===== src/hw/rtl/bcb_pkg.sv =====
// Package for the bracelet counter: widths, microcode opcodes, jump conditions,
// step labels and the microcode ROM.
// No dependencies.
package bcb_pkg;

    localparam int COLOR_W         = 6;
    localparam int BEAD_W          = 6;
    localparam int COUNT_W         = 17;
    localparam int ACC_W           = 24;
    localparam int PROD_W          = COLOR_W + BEAD_W;
    localparam int REM_W           = BEAD_W + 1;
    localparam int PC_W            = 4;
    localparam int DIV_STEPS       = ACC_W;
    localparam int MAX_PRODUCT_DEF = 32;

    typedef enum logic [3:0] {
        OP_INIT,
        OP_GCD_LD,
        OP_GCD_SUB,
        OP_POW_LD,
        OP_POW_MUL,
        OP_ACC_POW,
        OP_REF_LD,
        OP_REF_ADJ,
        OP_REF_ACC,
        OP_DIV_LD,
        OP_DIV_STEP,
        OP_EMIT
    } op_t;

    typedef enum logic [2:0] {
        COND_NEVER,
        COND_SKIP,
        COND_G_NE,
        COND_E_NZ,
        COND_I_NE_S
    } cond_t;

    typedef struct packed {
        op_t             op;
        cond_t           cond;
        logic [PC_W-1:0] target;
    } uword_t;

    localparam logic [PC_W-1:0] ST_INIT     = 4'd0;
    localparam logic [PC_W-1:0] ST_GCD_LD   = 4'd1;
    localparam logic [PC_W-1:0] ST_GCD_SUB  = 4'd2;
    localparam logic [PC_W-1:0] ST_POW_LD   = 4'd3;
    localparam logic [PC_W-1:0] ST_POW_MUL  = 4'd4;
    localparam logic [PC_W-1:0] ST_ACC_POW  = 4'd5;
    localparam logic [PC_W-1:0] ST_REF_LD   = 4'd6;
    localparam logic [PC_W-1:0] ST_REF_POW  = 4'd7;
    localparam logic [PC_W-1:0] ST_REF_ADJ  = 4'd8;
    localparam logic [PC_W-1:0] ST_REF_ACC  = 4'd9;
    localparam logic [PC_W-1:0] ST_DIV_LD   = 4'd10;
    localparam logic [PC_W-1:0] ST_DIV_STEP = 4'd11;
    localparam logic [PC_W-1:0] ST_EMIT     = 4'd12;

    function automatic uword_t ucode(input logic [PC_W-1:0] pc);
        uword_t w;
        case (pc)
            ST_INIT:     w = '{OP_INIT,     COND_SKIP,   ST_EMIT};
            ST_GCD_LD:   w = '{OP_GCD_LD,   COND_NEVER,  ST_INIT};
            ST_GCD_SUB:  w = '{OP_GCD_SUB,  COND_G_NE,   ST_GCD_SUB};
            ST_POW_LD:   w = '{OP_POW_LD,   COND_NEVER,  ST_INIT};
            ST_POW_MUL:  w = '{OP_POW_MUL,  COND_E_NZ,   ST_POW_MUL};
            ST_ACC_POW:  w = '{OP_ACC_POW,  COND_I_NE_S, ST_GCD_LD};
            ST_REF_LD:   w = '{OP_REF_LD,   COND_NEVER,  ST_INIT};
            ST_REF_POW:  w = '{OP_POW_MUL,  COND_E_NZ,   ST_REF_POW};
            ST_REF_ADJ:  w = '{OP_REF_ADJ,  COND_NEVER,  ST_INIT};
            ST_REF_ACC:  w = '{OP_REF_ACC,  COND_NEVER,  ST_INIT};
            ST_DIV_LD:   w = '{OP_DIV_LD,   COND_NEVER,  ST_INIT};
            ST_DIV_STEP: w = '{OP_DIV_STEP, COND_E_NZ,   ST_DIV_STEP};
            ST_EMIT:     w = '{OP_EMIT,     COND_NEVER,  ST_INIT};
            default:     w = '{OP_EMIT,     COND_NEVER,  ST_INIT};
        endcase
        return w;
    endfunction

endpackage


===== src/hw/rtl/bracelet_count_burnside.sv =====
// Bracelet counter (Burnside over the dihedral group): microcoded sequencer
// and its datapath. Depends on bcb_pkg.
//
// Usage: present colors and beads on s_colors/s_beads with s_valid; the
// transaction is taken when s_valid and s_ready are both high. s_ready is high
// whenever no item is in work, even while a finished result waits on m_*.
// One result transaction per input on m_count/m_out_of_range with m_valid and
// m_ready. When colors*beads exceeds MAX_PRODUCT, m_out_of_range is 1 and
// m_count is 0. Otherwise the run time is set by the subtractive gcd loop and
// the one-multiply-per-cycle power loop; the divide by 2*beads is a load, 24
// quotient bits at one per cycle, and an exit step.
// Throughput: one item at a time; the next is taken once the result is loaded
// into the output register.
// Reset (aresetn low, synchronous) drops any item in work and any waiting
// result. If the receiver stalls, the sequencer holds on its last step until
// the output register frees, and s_ready stays low until then.
module bracelet_count_burnside
    import bcb_pkg::*;
#(
    parameter int MAX_PRODUCT = MAX_PRODUCT_DEF
) (
    input  logic               aclk,
    input  logic               aresetn,
    input  logic               s_valid,
    output logic               s_ready,
    input  logic [COLOR_W-1:0] s_colors,
    input  logic [BEAD_W-1:0]  s_beads,
    output logic               m_valid,
    input  logic               m_ready,
    output logic [COUNT_W-1:0] m_count,
    output logic               m_out_of_range
);

    localparam logic [PROD_W-1:0] MaxProd = PROD_W'(MAX_PRODUCT);

    logic               busy_reg,    busy_next;
    logic [PC_W-1:0]    pc_reg,      pc_next;
    logic [COLOR_W-1:0] c_reg,       c_next;
    logic [BEAD_W-1:0]  s_reg,       s_next;
    logic [BEAD_W-1:0]  i_reg,       i_next;
    logic [BEAD_W-1:0]  ga_reg,      ga_next;
    logic [BEAD_W-1:0]  gb_reg,      gb_next;
    logic [BEAD_W-1:0]  e_reg,       e_next;
    logic [ACC_W-1:0]   p_reg,       p_next;
    logic [ACC_W-1:0]   sum_reg,     sum_next;
    logic [REM_W-1:0]   rem_reg,     rem_next;
    logic               flag_reg,    flag_next;
    logic               m_valid_reg, m_valid_next;
    logic [COUNT_W-1:0] m_count_reg, m_count_next;
    logic               m_oor_reg,   m_oor_next;

    uword_t                     uw;
    logic [PROD_W-1:0]          prod;
    logic                       too_big;
    logic                       jump;
    logic                       stall;
    logic [ACC_W+COLOR_W-1:0]   pc_prod;
    logic [BEAD_W-1:0]          ref_factor;
    logic [ACC_W+BEAD_W-1:0]    ref_prod;
    logic [REM_W-1:0]           divisor;
    logic [REM_W:0]             trial;
    logic [REM_W:0]             diff;
    logic                       trial_ge;

    assign uw         = ucode(pc_reg);
    assign prod       = c_reg * s_reg;
    assign too_big    = prod > MaxProd;
    assign stall      = (uw.op == OP_EMIT) && m_valid_reg && !m_ready;
    assign pc_prod    = p_reg * c_reg;
    assign ref_factor = s_reg[0] ? s_reg : {1'b0, s_reg[BEAD_W-1:1]};
    assign ref_prod   = p_reg * ref_factor;
    assign divisor    = {s_reg, 1'b0};
    assign trial      = {rem_reg, sum_reg[ACC_W-1]};
    assign trial_ge   = trial >= {1'b0, divisor};
    assign diff       = trial - {1'b0, divisor};

    always_comb begin
        case (uw.cond)
            COND_NEVER:  jump = 1'b0;
            COND_SKIP:   jump = too_big || (s_reg == '0);
            COND_G_NE:   jump = ga_reg != gb_reg;
            COND_E_NZ:   jump = e_reg != '0;
            COND_I_NE_S: jump = i_reg != s_reg;
            default:     jump = 1'b0;
        endcase
    end

    always_comb begin
        busy_next    = busy_reg;
        pc_next      = pc_reg;
        c_next       = c_reg;
        s_next       = s_reg;
        i_next       = i_reg;
        ga_next      = ga_reg;
        gb_next      = gb_reg;
        e_next       = e_reg;
        p_next       = p_reg;
        sum_next     = sum_reg;
        rem_next     = rem_reg;
        flag_next    = flag_reg;
        m_valid_next = m_valid_reg;
        m_count_next = m_count_reg;
        m_oor_next   = m_oor_reg;

        if (m_valid_reg && m_ready) begin
            m_valid_next = 1'b0;
        end

        if (!busy_reg) begin
            if (s_valid) begin
                c_next    = s_colors;
                s_next    = s_beads;
                busy_next = 1'b1;
                pc_next   = ST_INIT;
            end
        end else if (!stall) begin
            pc_next = jump ? uw.target : pc_reg + 1'b1;
            case (uw.op)
                OP_INIT: begin
                    flag_next = too_big;
                    sum_next  = '0;
                    i_next    = BEAD_W'(1);
                end
                OP_GCD_LD: begin
                    ga_next = s_reg;
                    gb_next = i_reg;
                end
                OP_GCD_SUB: begin
                    if (ga_reg > gb_reg) begin
                        ga_next = ga_reg - gb_reg;
                    end else if (gb_reg > ga_reg) begin
                        gb_next = gb_reg - ga_reg;
                    end
                end
                OP_POW_LD: begin
                    e_next = ga_reg;
                    p_next = ACC_W'(1);
                end
                OP_POW_MUL: begin
                    if (e_reg != '0) begin
                        p_next = pc_prod[ACC_W-1:0];
                        e_next = e_reg - 1'b1;
                    end
                end
                OP_ACC_POW: begin
                    sum_next = sum_reg + p_reg;
                    i_next   = i_reg + 1'b1;
                end
                OP_REF_LD: begin
                    e_next = {1'b0, s_reg[BEAD_W-1:1]} + BEAD_W'(s_reg[0]);
                    p_next = ACC_W'(1);
                end
                OP_REF_ADJ: begin
                    if (!s_reg[0]) begin
                        p_next = pc_prod[ACC_W-1:0] + p_reg;
                    end
                end
                OP_REF_ACC: begin
                    sum_next = sum_reg + ref_prod[ACC_W-1:0];
                end
                OP_DIV_LD: begin
                    e_next   = BEAD_W'(DIV_STEPS);
                    rem_next = '0;
                end
                OP_DIV_STEP: begin
                    if (e_reg != '0) begin
                        rem_next = trial_ge ? diff[REM_W-1:0] : trial[REM_W-1:0];
                        sum_next = {sum_reg[ACC_W-2:0], trial_ge};
                        e_next   = e_reg - 1'b1;
                    end
                end
                OP_EMIT: begin
                    m_valid_next = 1'b1;
                    m_count_next = sum_reg[COUNT_W-1:0];
                    m_oor_next   = flag_reg;
                    busy_next    = 1'b0;
                    pc_next      = ST_INIT;
                end
                default: begin
                    busy_next = 1'b0;
                    pc_next   = ST_INIT;
                end
            endcase
        end
    end

    always_ff @(posedge aclk) begin
        if (!aresetn) begin
            busy_reg    <= 1'b0;
            pc_reg      <= ST_INIT;
            m_valid_reg <= 1'b0;
        end else begin
            busy_reg    <= busy_next;
            pc_reg      <= pc_next;
            m_valid_reg <= m_valid_next;
        end
    end

    always_ff @(posedge aclk) begin
        c_reg       <= c_next;
        s_reg       <= s_next;
        i_reg       <= i_next;
        ga_reg      <= ga_next;
        gb_reg      <= gb_next;
        e_reg       <= e_next;
        p_reg       <= p_next;
        sum_reg     <= sum_next;
        rem_reg     <= rem_next;
        flag_reg    <= flag_next;
        m_count_reg <= m_count_next;
        m_oor_reg   <= m_oor_next;
    end

    assign s_ready        = !busy_reg;
    assign m_valid        = m_valid_reg;
    assign m_count        = m_count_reg;
    assign m_out_of_range = m_oor_reg;

    a_idle_pc: assert property (@(posedge aclk) disable iff (!aresetn)
        !busy_reg |-> pc_reg == ST_INIT)
        else $error("sequencer left its first step while idle");

    a_accept_busy: assert property (@(posedge aclk) disable iff (!aresetn)
        s_valid && s_ready |=> busy_reg && pc_reg == ST_INIT)
        else $error("accepted transaction did not start the program");

    a_flag_zero: assert property (@(posedge aclk) disable iff (!aresetn)
        m_valid_reg && m_oor_reg |-> m_count_reg == '0)
        else $error("flagged result carries a nonzero count");

    a_rem_bound: assert property (@(posedge aclk) disable iff (!aresetn)
        busy_reg && uw.op == OP_DIV_STEP |-> rem_reg < divisor)
        else $error("division remainder reached the divisor");

    a_emit_stall: assert property (@(posedge aclk) disable iff (!aresetn)
        busy_reg && stall |=> busy_reg && pc_reg == ST_EMIT)
        else $error("sequencer moved past its last step while the output was full");

endmodule


===== config.mk =====
export PLATFORM = sky130hd
export DESIGN_NAME = bracelet_count_burnside
export DESIGN_NICKNAME = d
export VERILOG_FILES = /design/src/hw/rtl/bcb_pkg.sv /design/src/hw/rtl/bracelet_count_burnside.sv
export SDC_FILE = /design/constraint.sdc
export NUM_CORES = 1
export LEC_CHECK = 0
export ABC_AREA = 1
export BUFFER_PORTS_ARGS = -buffer_cell sky130_fd_sc_hd__buf_2
export CORE_UTILIZATION = 65
export DETAILED_ROUTE_END_ITERATION = 10
export PLACE_DENSITY = 0.89
export SLEW_MARGIN = 40
export SYNTH_ARGS = -nofsm -noshare
export SYNTH_HDL_FRONTEND = slang
export SYNTH_SLANG_ARGS = --single-unit

===== constraint.sdc =====
create_clock -name aclk -period 13.65 [get_ports aclk]
set_input_delay 2.0475 -clock aclk [delete_from_list [all_inputs] [get_ports aclk]]
set_output_delay 2.0475 -clock aclk [all_outputs]
set_load 0.02 [all_outputs]

==> metrics <==
xor/xnor share of the synthesized area=between 3 and 4%; GRT Overall Usage=between 30% and 40%; Synthesized Nets=2584; cells after synthesis=about 2.2k; Final HPWL DP=about 36000 um; Routed WL=46900 um; setup violators final=0; Total Neg Setup Slack=0 ns; # H-tree levels=4; via count=~16k; Max Fclk=between 0.15 and 0.2 GHz; Root Buffer Master=clkbuf_16; final slew viol count=0; TritonCTS clock tree=built; # port buffers=35; register area share after synthesis=between 20% and 30%; Initial Utilization=66.5%; Yosys reg bits=around 130; drt wl/cell=18.3 um; global-route wire length before repair=77000 um; Req. time, crit path=13.84 ns; min Tclk post-route=around 6.4 ns; Fin. Hold Viols=0; warning count from the yosys run=0; adder-cell area share of the yosys netlist=between 30% and 40%; failing checks=DRC; WP data arrival=between 6 and 7 ns; worst slew pin tran=~0.83 ns; Overflow after GRT=0; RSZ-0062 raised after global routing=no; Mapped Avg Cell Area=7.85 um2; largest family of logic cells by synthesized area=adder cells; Worst Skew=between 0.02 and 0.03 ns; # diodes=0; die height=approximately 170 um; Hold Worst Slack=approximately 0.43 ns; 1st-pass router iterations=11; Synth Area in Compound Gates=between 10% and 20%; nets=between 2k and 3k; Die W=between 150 and 200 um; CTS clk-pin slew, worst paths=0.08 ns; simple-gate area share of the yosys netlist=approximately 20%; Starting DRT DRC Count=1522; Sink Count=127; Via density=6.13; CTS max path bufs=2; status=complete, but fails checks; max-cap viol count=0; Worst Path Class, Setup=reg -> reg; mux share of post-synthesis cell area=0%; share of cells above drive strength 1=5.91%; die footprint=around 0.027 mm2; post-cts sizing count=0; largest net degree at the start of global routing=32; Cell Rows=slightly below 60; worst min path class=reg -> reg; Clk Latency, worst-skew pair=0.47 ns; Startpoint Class=register; Synth cell types=56; RD Place Congestion=slightly above 1; Post-CTS Repair Setup Buffers=0; area delta synth->final=6.21%; Rel. slew slack=around 45%; antenna violations before repair=0; Mapped Area=0.0174 mm2; I/O pins=36; cts hold-fix bufs=0; period utilisation layout=46.5%; crit end category=register; Core Area=0.0262 mm2; Num CTS Buffers=17; DRC viols=7; post-route ant nets=0; vias in the first global route=about 16k; Max FO, Critical Path=20
[layout make-up]
type	count	area, um2
repair buffers	47	284
fillers	1901	7700
inverters	395	1480
clock inverters	15	181
clock buffers	17	425
multi-input cells	1631	12100
well taps	335	419
flip-flops and latches	127	3640
[stage by stage]
step,utilization (%),cell area (um2),setup WS [ns],instances
finish,70.6,18500,7.30,2567
global route,70.6,18500,6.89,2567
CTS,70.6,18500,7.46,2567
detailed placement,68.3,17900,7.49,2535
global placement,68.0,17800,7.45,2530
floorplan,-,17400,7.91,2220
[layer usage]
metal	global-route usage, %	vias up	share of wire (%)
met5	0	-	0
met4	16.0	0	4.5
met3	7.48	195	12
met2	57.5	1032	46
met1	45.5	7422	38
li1	-	7096	-
[worst paths after layout]
check	start	endpoint	slack (ns)	depth (start not counted)
worst min register to register	flag_reg$_DFFE_PP_	m_out_of_range$_DFFE_PP_	0.43	0
worst min-delay path	flag_reg$_DFFE_PP_	m_out_of_range$_DFFE_PP_	0.43	0
worst max-delay path	s_reg[3]$_DFFE_PP_	sum_reg[12]$_DFFE_PP_	7.30	25
worst max register to register	s_reg[3]$_DFFE_PP_	sum_reg[12]$_DFFE_PP_	7.30	25
[layout by cell type (no fill, tap or decap), drive strengths merged, types with 54 or more instances in the layout]
cell,n
a21oi,149
nand3,84
nor2,126
fa,196
inv,401
o21ai,120
edfxtp,110
ha,152
nand2,585
xor2,54
[cell families (layout without fill, tap and decap cells)]
family          count (synthesis)  after routing
simple gates                  861            861
flops                         127            127
compound gates                349            349
buf+inv                       462            474
fa+ha+maj                     348            348
xor+xnor                       73             73
[cells in the mapped netlist (all sizes together)]
| library cell | instances | area, um2 |
|---|---|---|
| a2111oi | 1 | 8.76 |
| a211oi | 5 | 37.5 |
| a21boi | 2 | 15.0 |
| a21o | 8 | 60.1 |
| a21oi | 149 | 768 |
| a221oi | 1 | 8.76 |
| a22oi | 3 | 22.5 |
| a311oi | 1 | 8.76 |
| a31o | 2 | 17.5 |
| a31oi | 14 | 87.6 |
| a32o | 3 | 30.0 |
| a41oi | 1 | 8.76 |
| and2 | 3 | 18.8 |
| and3 | 1 | 6.26 |
| buf | 13 | 68.8 |
| clkbuf | 54 | 203 |
| clkinv | 4 | 16.3 |
| dfxtp | 17 | 340 |
| edfxtp | 110 | 3300 |
| fa | 196 | 3920 |
| ha | 152 | 1900 |
| inv | 391 | 1470 |
| nand2 | 585 | 2250 |
| nand3 | 84 | 460 |
| nand3b | 4 | 30.0 |
| nand4 | 17 | 106 |
| nor2 | 126 | 485 |
| nor3 | 20 | 100 |
| nor4 | 10 | 62.6 |
| o211a | 1 | 10.0 |
| o211ai | 16 | 120 |
| o21a | 2 | 15.0 |
| o21ai | 120 | 604 |
| o21bai | 7 | 52.6 |
| o221ai | 5 | 43.8 |
| o22ai | 3 | 18.8 |
| o311ai | 1 | 8.76 |
| o31ai | 3 | 22.5 |
| o32ai | 1 | 8.76 |
| or2 | 11 | 68.8 |
| xnor2 | 19 | 166 |
| xor2 | 54 | 473 |
[worst max-delay path, cell delays in order (launching register included)]
cell	delay, ns
edfxtp_1	0.78
inv_1	0.28
nand2_1	0.12
and2_1	0.64
inv_1	0.16
nor2_1	0.16
fa_1	0.42
inv_1	0.09
fa_1	0.41
fa_1	0.52
inv_1	0.06
fa_1	0.46
ha_1	0.39
nand2_1	0.09
o21ai_0	0.18
a21oi_1	0.10
nor2_1	0.10
inv_1	0.06
nand3_1	0.05
o21ai_0	0.17
o21ai_0	0.38
nand2_1	0.10
nand2_1	0.10
a21oi_1	0.07
o21ai_0	0.10
nand3_1	0.10
Power is left out: the tool's default activity adds up to more than one toggle a clock period on the data nets, which glitch-free logic cannot reach.
